==> config.mk <==
export PLATFORM = sky130hd
export DESIGN_NAME = ttuv_mul
export DESIGN_NICKNAME = d
export VERILOG_FILES = /design/src/rtl/ttuv_pkg.sv /design/src/rtl/ttuv_mul.sv
export SDC_FILE = /design/constraint.sdc
export NUM_CORES = 2
export LEC_CHECK = 0
export BUFFER_PORTS_ARGS = -buffer_cell sky130_fd_sc_hd__buf_4
export CORE_ASPECT_RATIO = 0.5
export CORE_MARGIN = 5
export CORE_UTILIZATION = 55
export CTS_CLUSTER_DIAMETER = 30
export CTS_CLUSTER_SIZE = 40
export DETAILED_ROUTE_END_ITERATION = 12
export PLACE_DENSITY = 0.77
export SLEW_MARGIN = 25
export SYNTH_ARGS = -nofsm -noshare
export SYNTH_HDL_FRONTEND = slang
export SYNTH_SLANG_ARGS = --single-unit
==> constraint.sdc <==
create_clock -name clk -period 12.3 [get_ports clk]
set_clock_uncertainty 0.1 [all_clocks]
set_input_delay 1.845 -clock clk [delete_from_list [all_inputs] [get_ports clk]]
set_output_delay 1.845 -clock clk [all_outputs]
set_load 0.05 [all_outputs]
==> src/rtl/ttuv_pkg.sv <==
package ttuv_pkg;

  localparam int COORD_W    = 32;
  localparam int DELTA_W    = 33;
  localparam int MAG_W      = 32;
  localparam int PROD_W     = 64;
  localparam int ACC_W      = 66;
  localparam int DEN_W      = 65;
  localparam int IN_DATA_W  = 160;
  localparam int OUT_DATA_W = 96;
  localparam int MUL_STEPS  = 8;
  localparam int DIV_STEPS  = 32;
  localparam int DIV_CNT_W  = $clog2(DIV_STEPS + 1);
  localparam int MUL_CNT_W  = $clog2(MUL_STEPS + 1);

  localparam logic [COORD_W-1:0] SAT_POS = 32'h7FFF_FFFF;
  localparam logic [COORD_W-1:0] SAT_NEG = 32'h8000_0000;

  typedef logic signed [DELTA_W-1:0] delta_t;
  typedef logic signed [ACC_W-1:0]   acc_t;

  typedef struct packed {
    logic              neg;
    logic [PROD_W-1:0] mag;
  } prod_t;

  typedef struct packed {
    logic               done;
    logic               ovf;
    logic [COORD_W-1:0] quo;
  } div_res_t;

  typedef enum logic [1:0] {
    ST_IDLE,
    ST_MUL,
    ST_DIV_START,
    ST_DIV_WAIT
  } state_t;

  function automatic delta_t sx(input logic [COORD_W-1:0] v);
    return {v[COORD_W-1], v};
  endfunction

  function automatic logic [DEN_W-1:0] mag_of(input acc_t v);
    acc_t n;
    n = -v;
    return v[ACC_W-1] ? n[DEN_W-1:0] : v[DEN_W-1:0];
  endfunction

endpackage

==> src/rtl/ttuv_mul.sv <==
module ttuv_mul (
  input  logic            clk,
  input  ttuv_pkg::delta_t op_a,
  input  ttuv_pkg::delta_t op_b,
  output ttuv_pkg::prod_t  prod_r
);
  import ttuv_pkg::*;

  delta_t            neg_a;
  delta_t            neg_b;
  logic [MAG_W-1:0]  mag_a;
  logic [MAG_W-1:0]  mag_b;

  // A delta never exceeds 2^32-1 in magnitude, so 32 bits hold it.
  always_comb begin
    neg_a = -op_a;
    neg_b = -op_b;
    mag_a = op_a[DELTA_W-1] ? neg_a[MAG_W-1:0] : op_a[MAG_W-1:0];
    mag_b = op_b[DELTA_W-1] ? neg_b[MAG_W-1:0] : op_b[MAG_W-1:0];
  end

  always_ff @(posedge clk) begin
    prod_r.mag <= PROD_W'(mag_a) * PROD_W'(mag_b);
    prod_r.neg <= op_a[DELTA_W-1] ^ op_b[DELTA_W-1];
  end

endmodule

---- Yosys cells after proc, flatten, opt, wreduce, memory -nomap -nowiden ----
Cells that the tools add are included.
storage, ports and cells
  flip-flop bits (word level) ............. 65
  bits of input ports ..................... 67
  word-level logic and storage cells ...... 8
cells by class
  add/sub/neg operators ................... 2
  $mul .................................... 1
  multiplexer cells ....................... 2
  bitwise gates (word level) .............. 1
operators with widths
  cell              count
  $mul A32 B32 Y64  1
  $mux W32          2
  $neg A32 Y32      2
  $xor A1 B1 Y1     1

---- Depth between registers and ports, before layout ----
  word-level depth ........................ 3
  mapped depth ............................ 36
  depth with buffers taken out ............ 33

---- Least setup slack after synthesis ----
Ideal clock, no wire load.
  kind .................................... input port to flip-flop
  start point ............................. in op_a[6]
  end point ............................... reg prod_r[59] in the netlist's numbering
  arrival ................................. 11112 ps
  data required time ...................... 12068 ps
  slack ................................... 956 ps
  cell stages on the path ................. 30
  cell sequence ........................... or4_4 or3_4 or4_1 buf_2 or4_4 o31a_4 xor2_2 buf_6 nand2_1 fa_1 fa_1 fa_1 fa_1 inv_1 fa_1 fa_1 fa_1 inv_1 fa_1 inv_1 ha_1 a21o_1 o21bai_1 or4_1 a21oi_1 a21oi_1 a31o_2 a31oi_1 nor3_1 or3b_2
between the ends
  longest elaborated chain between the ends .. 3
ends and longest elaborated chain
  item                  line            RTL
  start: declaration    ttuv_mul.sv:3   input ttuv_pkg::delta_t op_a,
  $neg A32 Y32          ttuv_mul.sv:16  neg_a = -op_a;
  $mux W32 (*)          ttuv_mul.sv:18  mag_a = op_a[DELTA_W-1] ? neg_a[MAG_W-1:0] : op_a[MAG_W-1:0];
  $mul A32 B32 Y64 (*)  ttuv_mul.sv:23  prod_r.mag <= PROD_W'(mag_a) * PROD_W'(mag_b);
  end: declaration      ttuv_mul.sv:5   output ttuv_pkg::prod_t prod_r
Mark *: on every way between the ends. The rest lies on a longest branch, timed or not.

---- Worst setup path after layout ----
Ends and elaborated chain as after synthesis.

==> flow_summary.toml <==
[detailed_routing]
num_vias = 28200
final_antenna_net_count = 0
avgViaCountPerCell = 5.73
post-route-drc-count = 0
dr.pass1.iters = 8
drt-total-wl_mm = 108
drt_iter0_drc = 2309
route.detailed.wl_per_inst_um = 22.0

[sta]
clock.fmax_mhz = 84.6
rsz0062_at_grt = "false"
period_needed_ns = 11.82
hold_violations = 0
finalSetupViolations = 0
relSlewSlack = 0.315
worst_slew_pin_slew_ns = 1.02
fin_crit_sh = 0.961
drv_slew = 0
fin_tns_setup_ns = 0

[cells_and_area]
fin_nets = 5307
synthToLayoutAreaGrowth_pct = 8.60
top_register = "prod_r"
largest_registers = "prod_r x65"
drive_gt1_frac = 0.0867
largest_register_ffs = 65

[logic_synthesis]
syn_nets = 5208
synth_cell_type_count = 65
synth-seq-cells = 65
ys_seq_area_frac = 0.0372
yosysWarningCount = 0
netlist_instances = 3980
synth_edf_count = 0
syn_avg_cell_area_um2 = 8.78
synth_area_um2 = 35000
yosys_most_used_dff = "dfxtp_1"
async_flop_share = 0

[flow_run]
drv_cap = 0

[die]
start_util = 0.555
core-area_um2 = 62900
die_area_um2 = 69000
io_pins = 132
row_count = 65
fp.dieH_um = 188
fp.dieW_um = 367

[setup_path]
critical_path_class = "input pin to flip-flop"
critical_path.endpoint_type = "flip-flop"
cp_data_required_time_ns = 12.47
crit_fanout = 7
worst_setup_path_start_kind = "input pin"
arrival_ns = 11.98

[global_route]
grt_max_degree = 35
track_usage = 0.322
grt_pass1_wl_mm = 169
antenna_found_initial = 3
grt_overflow = 0
grt_pass1_vias = 30400

[clock_tree]
post-cts-setup-buffer-count = 0
cts.reportedPaths.clkPinSlew_ns = 0.06
cts.sinks = 65
cts_tree = "built"
cts_made_buffers = 9
cts-root-buf = "clkbuf_16"
cts_htree_levels = 3
clk_path_buf_depth = 2
cts_resized = 0
cts_hold_buf = 0

[placed_design]
dp_hpwl_mm = 92.3
gp_congestion = 1.00
io_buffers = 131

[worst_hold_path]
hp-class = "input pin to flip-flop"
min_path_cells = 2

[run_status]
status = "complete, no violations"
-- stage by stage --
step	area (µm²)	hold slack, ns	std cells	util	setup WS, ns
floorplan	35000	1.90	3980	-	0.956
global placement	37600	2.15	4905	0.597	0.364
detailed placement	37600	2.15	4905	0.598	0.272
CTS	37900	1.74	4920	0.602	0.684
global route	38000	1.79	4921	0.603	0.150
finish	38000	1.77	4922	0.603	0.483
-- layer usage --
metal	vias to the layer above	GRT usage	wire length [µm]
li1	11900	-	-
met1	14300	0.402	39000
met5	-	0	31
met2	1582	0.504	48600
met3	446	0.0975	13000
met4	4	0.183	7740
-- worst max-delay path, cell delays in order --
cell and delay, ns:
buf_4 0.14, or4_4 0.55, or3_4 0.38, or4_1 0.62, o21a_1 0.27, xor2_1 0.63, buf_4 0.31, nand2_1 0.09
fa_1 0.53, fa_1 0.52, fa_1 0.51, fa_1 0.51, inv_1 0.05, fa_1 0.59, fa_1 0.44, fa_1 0.50
fa_1 0.42, ha_1 0.43, nand2_1 0.10, o21ai_0 0.39, o21bai_1 0.27, a311oi_1 0.16, a21oi_1 0.51, a31o_2 0.32
a31oi_1 0.17, o2111ai_1 0.24, or3b_2 0.45
-- placed cells by master, fill, tap and decap left out, drive strengths merged, types with 12 or more instances in the layout --
| cell type | instances |
|---|---|
| a21o | 28 |
| and2 | 16 |
| buf | 281 |
| inv | 885 |
| fa | 896 |
| nor2 | 586 |
| xnor2 | 94 |
| ha | 265 |
| dfxtp | 65 |
| o21bai | 20 |
| nand2b | 12 |
| a21oi | 88 |
| nand2 | 521 |
| xor2 | 82 |
| o21ai | 49 |
| nand4 | 14 |
-- worst paths after layout --
path | start | to | slack, ns
worst max-delay path | op_a[6] | prod_r[59]$_DFF_P_ | 0.48
worst min-delay path | op_b[32] | prod_r[64]$_DFF_P_ | 1.77
-- logic make-up (layout without fill, tap and decap cells) --
kind of cell	after synthesis	count (layout)	share of synthesized area
and+or+nand+nor	1231	1231	0.141
xor gates and xnor gates	176	176	0.0459
adders and majority gates	1161	1161	0.608
AOI/OAI and AO/OA	267	267	0.0498
buffers and inverters	1078	1181	0.117
DFF	65	65	0.0372
other	0	2	0
muxes	2	2	0.000573
-- synth_stat cells (10+ instances only) --
cell,count,share of area
nand2b_1,12,0.0021
xor2_1,80,0.020
nor2_1,586,0.063
nand3_1,11,0.0016
dfxtp_1,65,0.037
nor3_1,11,0.0016
inv_1,884,0.095
clkbuf_1,176,0.019
nand2_1,521,0.056
a21o_1,28,0.0060
fa_1,896,0.51
o21ai_0,47,0.0067
o21bai_1,20,0.0043
and2_1,15,0.0027
buf_2,11,0.0016
ha_1,265,0.095
xnor2_1,92,0.023
nand4_1,14,0.0025
a21oi_1,88,0.013
and3_1,10,0.0018
or3_1,10,0.0018
-- layout make-up --
type | instances | area [µm²]
Antenna cell | 2 | 5.00
Clock buffer | 11 | 233
Clock inverter | 4 | 45.0
Fill cell | 5462 | 25000
Inverter | 885 | 3320
Multi-Input combinational cell | 2837 | 29900
Sequential cell | 65 | 1300
Tap cell | 837 | 1050
Timing Repair Buffer | 281 | 2110
Power is left out: the tool's default activity adds up to more than one toggle a clock period on the data nets, which glitch-free logic cannot reach.
