$ cat config.mk
export PLATFORM = sky130hd
export DESIGN_NAME = ttuv_div
export DESIGN_NICKNAME = d
export VERILOG_FILES = /design/src/rtl/ttuv_pkg.sv /design/src/rtl/ttuv_div.sv
export SDC_FILE = /design/constraint.sdc
export NUM_CORES = 1
export LEC_CHECK = 0
export BUFFER_PORTS_ARGS = -buffer_cell sky130_fd_sc_hd__clkbuf_2
export CORE_UTILIZATION = 60
export CTS_BUF_LIST = sky130_fd_sc_hd__clkbuf_4 sky130_fd_sc_hd__clkbuf_8
export DETAILED_ROUTE_END_ITERATION = 6
export PLACE_DENSITY = 0.94
export SKIP_LAST_GASP = 1
export SLEW_MARGIN = 30
export SYNTH_ARGS = -nofsm -noshare
export SYNTH_HDL_FRONTEND = slang
export SYNTH_SLANG_ARGS = --single-unit
export TNS_END_PERCENT = 10
$ cat constraint.sdc
create_clock -name clk -period 3.8 [get_ports clk]
set_input_delay 0 -clock clk [delete_from_list [all_inputs] [get_ports clk]]
set_output_delay 0 -clock clk [all_outputs]
set_load 0.05 [all_outputs]
$ cat src/rtl/ttuv_pkg.sv
package ttuv_pkg;

  localparam int COORD_W    = 32;
  localparam int DELTA_W    = 33;
  localparam int MAG_W      = 32;
  localparam int PROD_W     = 64;
  localparam int ACC_W      = 66;
  localparam int DEN_W      = 65;
  localparam int IN_DATA_W  = 160;
  localparam int OUT_DATA_W = 96;
  localparam int MUL_STEPS  = 8;
  localparam int DIV_STEPS  = 32;
  localparam int DIV_CNT_W  = $clog2(DIV_STEPS + 1);
  localparam int MUL_CNT_W  = $clog2(MUL_STEPS + 1);

  localparam logic [COORD_W-1:0] SAT_POS = 32'h7FFF_FFFF;
  localparam logic [COORD_W-1:0] SAT_NEG = 32'h8000_0000;

  typedef logic signed [DELTA_W-1:0] delta_t;
  typedef logic signed [ACC_W-1:0]   acc_t;

  typedef struct packed {
    logic              neg;
    logic [PROD_W-1:0] mag;
  } prod_t;

  typedef struct packed {
    logic               done;
    logic               ovf;
    logic [COORD_W-1:0] quo;
  } div_res_t;

  typedef enum logic [1:0] {
    ST_IDLE,
    ST_MUL,
    ST_DIV_START,
    ST_DIV_WAIT
  } state_t;

  function automatic delta_t sx(input logic [COORD_W-1:0] v);
    return {v[COORD_W-1], v};
  endfunction

  function automatic logic [DEN_W-1:0] mag_of(input acc_t v);
    acc_t n;
    n = -v;
    return v[ACC_W-1] ? n[DEN_W-1:0] : v[DEN_W-1:0];
  endfunction

endpackage

$ cat src/rtl/ttuv_div.sv
module ttuv_div #(
  parameter int FRAC_BITS = 16
) (
  input  logic                                   clk,
  input  logic                                   rst_n,
  input  logic                                   start,
  input  logic [ttuv_pkg::DEN_W+FRAC_BITS-1:0]   dividend,
  input  logic [ttuv_pkg::DEN_W-1:0]             divisor,
  output ttuv_pkg::div_res_t                     res
);
  import ttuv_pkg::*;

  localparam int NUM_W = DEN_W + FRAC_BITS;

  logic                 busy_r;
  logic                 done_r;
  logic                 ovf_r;
  logic [DIV_CNT_W-1:0] cnt_r;
  logic [DEN_W-1:0]     rem_r;
  logic [DEN_W-1:0]     den_r;
  logic [COORD_W-1:0]   low_r;
  logic [COORD_W-1:0]   quo_r;

  logic [DEN_W-1:0]     hi_ext;
  logic                 hi_ge;
  logic [DEN_W:0]       trial;
  logic [DEN_W+1:0]     diff;
  logic                 ge;

  // The quotient fits 32 bits exactly when the bits above the low 32 of the
  // dividend stay below the divisor; that part then seeds the remainder.
  always_comb begin
    hi_ext = DEN_W'(dividend[NUM_W-1:COORD_W]);
    hi_ge  = hi_ext >= divisor;
    trial  = {rem_r, low_r[COORD_W-1]};
    diff   = {1'b0, trial} - {2'b00, den_r};
    ge     = !diff[DEN_W+1];
  end

  always_ff @(posedge clk) begin
    if (!rst_n) begin
      busy_r <= 1'b0;
      done_r <= 1'b0;
      cnt_r  <= '0;
    end else begin
      done_r <= 1'b0;
      if (start) begin
        if (hi_ge) begin
          done_r <= 1'b1;
        end else begin
          busy_r <= 1'b1;
          cnt_r  <= DIV_CNT_W'(DIV_STEPS);
        end
      end else if (busy_r) begin
        cnt_r <= cnt_r - 1'b1;
        if (cnt_r == DIV_CNT_W'(1)) begin
          busy_r <= 1'b0;
          done_r <= 1'b1;
        end
      end
    end
  end

  always_ff @(posedge clk) begin
    if (start) begin
      den_r <= divisor;
      ovf_r <= hi_ge;
      rem_r <= hi_ext;
      low_r <= dividend[COORD_W-1:0];
      quo_r <= '0;
    end else if (busy_r) begin
      rem_r <= ge ? diff[DEN_W-1:0] : trial[DEN_W-1:0];
      low_r <= {low_r[COORD_W-2:0], 1'b0};
      quo_r <= {quo_r[COORD_W-2:0], ge};
    end
  end

  assign res.done = done_r;
  assign res.ovf  = ovf_r;
  assign res.quo  = quo_r;

endmodule

* After elaboration in Yosys (flattened, before gate mapping)
Index checks and enable logic that the tools add are counted.
** Storage, ports and cells
- Flip-flop bits (word level) :: 203
- Input bits :: 149
- Output and inout port bits :: 34
- Logic and storage cells :: 33
** Operators by class
- Add/subtract/negate cells :: 2
- Order comparisons :: 1
- Equality and inequality tests :: 2
- Mux-type cells :: 16
- Reductions and logical operators :: 3
** Operator list (count)
- 49-bit two-way mux :: 2
- 66-bit by 65-bit subtractor with 67-bit output :: 1
- 49-bit by 65-bit greater-or-equal comparator with 1-bit output :: 1
- 65-bit two-way mux :: 1
- 32-bit two-way mux :: 2
- 6-bit two-way mux :: 3
- 1-bit two-way mux :: 8
- 6-bit by 1-bit equality test with 1-bit output, second input constant :: 1
- 6-bit by 1-bit subtractor with 6-bit output, second input constant :: 1
- 2-bit inequality test, second input constant :: 1
- 2-bit AND reduction :: 1
- 2-bit nonzero test :: 1
- 1-bit logical NOT :: 1

* Depth between registers and ports, before layout
- Word-level depth :: 4
- Mapped depth :: 16
- Depth with buffers taken out :: 14

* Least setup slack after synthesis
No wires, ideal clock.
- Path type :: flip-flop to flip-flop
- From :: register low_r[31]
- To :: register rem_r[38], data pin
- Library setup time :: 0.261 ns
- Arrival :: 3.028 ns
- Required time :: 3.539 ns
- Path slack :: 0.511 ns
- Stages on the path, launching flop included :: 15
- Path buffers :: 1
- Period minus slack after synthesis :: 3.289 ns
- Cells stage by stage :: edfxtp_1 inv_1 ha_1 inv_1 fa_1 a21o_1 a221oi_4 o21bai_2 a211oi_4 o32a_2 nand2_2 a21o_2 buf_4 and3_1 o32a_1
** On the way
- Word-level cells in the longest chain between the ends :: 4
** RTL lines
- from (decl) :: RTL line ttuv_div.sv:21 : logic [COORD_W-1:0] low_r;
- from (signal assigned) :: RTL line ttuv_div.sv:69 : low_r <= dividend[COORD_W-1:0];
- from (signal assigned) :: RTL line ttuv_div.sv:73 : low_r <= {low_r[COORD_W-2:0], 1'b0};
- 66-bit by 65-bit subtractor with 67-bit output :: RTL line ttuv_div.sv:36 : diff = {1'b0, trial} - {2'b00, den_r};
- 65-bit two-way mux :: RTL line ttuv_div.sv:72 : rem_r <= ge ? diff[DEN_W-1:0] : trial[DEN_W-1:0];
- 49-bit two-way mux :: RTL line ttuv_div.sv:71 : end else if (busy_r) begin
- 49-bit two-way mux :: RTL line ttuv_div.sv:65 : if (start) begin
- to (signal assigned) :: RTL line ttuv_div.sv:68 : rem_r <= hi_ext;
- to (signal assigned) :: RTL line ttuv_div.sv:72
- to (decl) :: RTL line ttuv_div.sv:19 : logic [DEN_W-1:0] rem_r;
Every way passes these cells. The select of a mux whose other input is x is not followed.
A chain may end at the register's enable or synchronous reset.

* Worst setup path in the final report
- From :: register low_r[31]
- To :: register rem_r[3], data pin
Same word-level chain as after synthesis.

==> impl_metrics.yaml <==
outcome:
  run_status: "finished, final reports clean"
setup_path:
  r2r-end: "rem_r[3]"
  regToRegSetupSlack_ns: 0.09
  cp-end-kind: "flip-flop"
  path_class: "flip-flop to flip-flop"
  arrival_ns: 3.99
  crit_start: "low_r[31]"
  r2r_start: "low_r[31]"
  worst_setup_path_start_kind: "flip-flop"
  cp.required_ns: 4.09
  reg2regPathDepth: 15
  path_max_fanout: 29
placement:
  place_ws_ns: 0.199
  portBuffers: 182
  dp_hpwl_um: 25900
  gp_congestion: 0.964
synthesis:
  ys_top_cells_by_area: "edfxtp_1, ha_1, dfxtp_1"
  synth_top_area_cell: "edfxtp_1"
  synth_ff_type: "edfxtp_1"
  synth_edf_count: 147
  synth_nets: 1694
  ys_ff_latch: 203
  synthArstFlopShare_pct: 0
  ys_seq_area_share_pct: 41.1
  syn_avg_cell_area_um2: 9.44
  ys.warnings.count: 0
  synth.distinct_cells: 78
  syn_inst: 1428
  syn_area_um2: 13500
  synth_top_area_share_pct: 32.8
detailed_routing:
  num_vias: 12700
  routed_wl_um: 41600
  drt-initial-drc-count: 1383
  drc: 0
  wl_per_cell_um: 20.1
  ant_nets: 0
  dr.pass1.iters: 5
  viasPerCell: 6.16
clocking:
  clk_latency_ns: 0.57
  numCtsBuffers: 37
  htree_num_levels: 2
  cts_root_buf: "clkbuf_8"
  clkTransAtPathRegs_ns: 0.07
  cts_sinks: 203
  clock_path_buffers: 3
  cts_tree: "done"
timing:
  relSlewSlack_pct: 41.9
  hold_viol: 0
  finalSetupViolCount: 0
  fin_worst_skew_ns: 0.0339
  drv_slew: 0
  timing.hold.ws_ns: 0.173
  fin_crit_ns: 3.71
  grt_setup_unrepaired: "true"
  fin_ws_ns: 0.0905
  max_freq_ghz: 0.270
  min_period_over_period_pct: 97.6
  worst_slew_pin_slew_ns: 0.872
floorplanning:
  initial_core_util_pct: 61.6
  fp.dieW_um: 152
  die-height_um: 152
  pin_count: 183
  die_area_um2: 23100
  core_um2: 21900
  placementRows: 54
pwr:
  irDropWorstVdd_uv: 394
  cellLeakagePower_nw: 7.55
  finalPower_mw: 7.66
  p_per_area_nw_per_um2: 452
finish:
  fillerInstances: 1299
  final_cell_mix: "clkbuf_2, a21oi_1, inv_1, dlygate4sd3_1, edfxtp_1"
  layout_commonest_cell: "clkbuf_2"
  fin_util_pct: 77.3
  area_delta_synth_final_pct: 25.6
  drive_gt1_share_pct: 18.9
  final_nets: 2024
global_routing:
  antenna_found_initial: 2
  grt_start_max_net_pins: 152
  grt_overflow_total: 0
  gr-usage-all-layers_pct: 35.6
  grt_pass1_wl_um: 66300
  grt_pass1_vias: 12900
worst_hold_path:
  hold_end: "den_r[26]"
  holdPathStages: 2
  hp-class: "input pin to flip-flop"
  hold_start: "divisor[26]"
flow_run:
  drv_cap: 0
==> how the worst max path moves through the flow <==
stage	endpoint	slack [ns]	depth (start not counted)
after detailed placement	rem_r[45]	0.20	15
after CTS	rem_r[3]	0.14	15
after global routing	rem_r[2]	-0.03	15
after floorplan	rem_r[38]	0.51	14
after global placement	rem_r[45]	0.28	15
final	rem_r[3]	0.09	15
==> timing repair <==
item | CTS | global route
hold endpoints to repair | 199 | 0
hold buffers | 148 | 0
setup buffers | 0 | 3
resized for setup | 0 | 2
setup endpoints to repair | 0 | 33
==> metrics by stage <==
stage,instances,TNS [ns],area [µm²]
floorplan,1428,0,13500
global placement,1848,0,14700
detailed placement,1848,0,14700
CTS,2064,0,16900
global route,2070,-0.129,16900
finish,2070,0,16900
==> power by group <==
group	total, mW	switching [mW]	internal, mW
registers	2.77	0.129	2.64
logic	2.73	1.60	1.13
clock network	2.16	1.02	1.14
total	7.66	2.75	4.91
==> worst max-delay path: stages, from the launching register on <==
cell and delay [ns]:
edfxtp_1 0.37, inv_1 0.10, ha_1 0.18, inv_1 0.06, fa_1 0.41, a21o_1 0.22, a221oi_4 0.26, o21bai_2 0.15
a211oi_4 0.38, o32a_2 0.24, nand2_2 0.10, a21o_4 0.28, buf_12 0.18, nor2_2 0.12, a21oi_1 0.09, mux2_2 0.29
==> cells by family (layout without fill, tap and decap cells) <==
family,Yosys count,in the layout,synth area share (%)
mux,94,94,7.56
compound gates,395,395,18.7
other cells,0,3,0
flops,203,203,41.1
buf+inv,211,570,6.12
xor+xnor,58,58,3.77
simple gates,350,350,11.8
fa+ha+maj,117,117,10.9
==> state kept, by name (all words and copies together) (netlist names) <==
register,flops
den_r,65
busy_r,1
cnt_r,6
rem_r,65
done_r,1
ovf_r,1
low_r,32
quo_r,32
==> cells in the mapped netlist, types with 5 or more instances <==
master,instances
a21boi_0,5
buf_2,10
ha_1,116
inv_1,150
clkbuf_1,42
o21a_1,10
o211ai_1,9
edfxtp_1,147
o22ai_1,5
nor4_1,10
and3_1,7
a31oi_1,8
and2_1,9
xnor2_1,38
xor2_1,20
nor2_1,131
a21o_1,41
nand2_1,100
nand4_1,38
a211o_1,5
mux2_2,62
a211oi_1,12
a21oi_1,160
nor2b_1,6
mux2i_1,32
nand2b_1,6
dfxtp_1,56
nor3_1,12
o21ai_0,62
buf_4,5
o21bai_1,25
nand3_1,15
==> layer usage <==
metal / vias up / share of wire [%] / GRT usage [%]
met2: 803 / 49 / 60.5
met5: - / 0 / 0
met1: 5951 / 38 / 44.0
met4: 0 / 4.4 / 17.2
li1: 5838 / - / -
met3: 150 / 9.2 / 5.99
==> area by class of cell <==
class / count / area, µm² / area share (%)
Clock buffer: 44 / 562 / 3.32
Timing Repair Buffer: 350 / 2600 / 15.3
Tap cell: 280 / 350 / 2.07
Sequential cell: 203 / 5540 / 32.7
Inverter: 152 / 571 / 3.37
Antenna cell: 3 / 7.51 / 0.0443
Clock inverter: 24 / 181 / 1.07
Multi-Input combinational cell: 1014 / 7130 / 42.1
(Power assumes the default switching activity.)
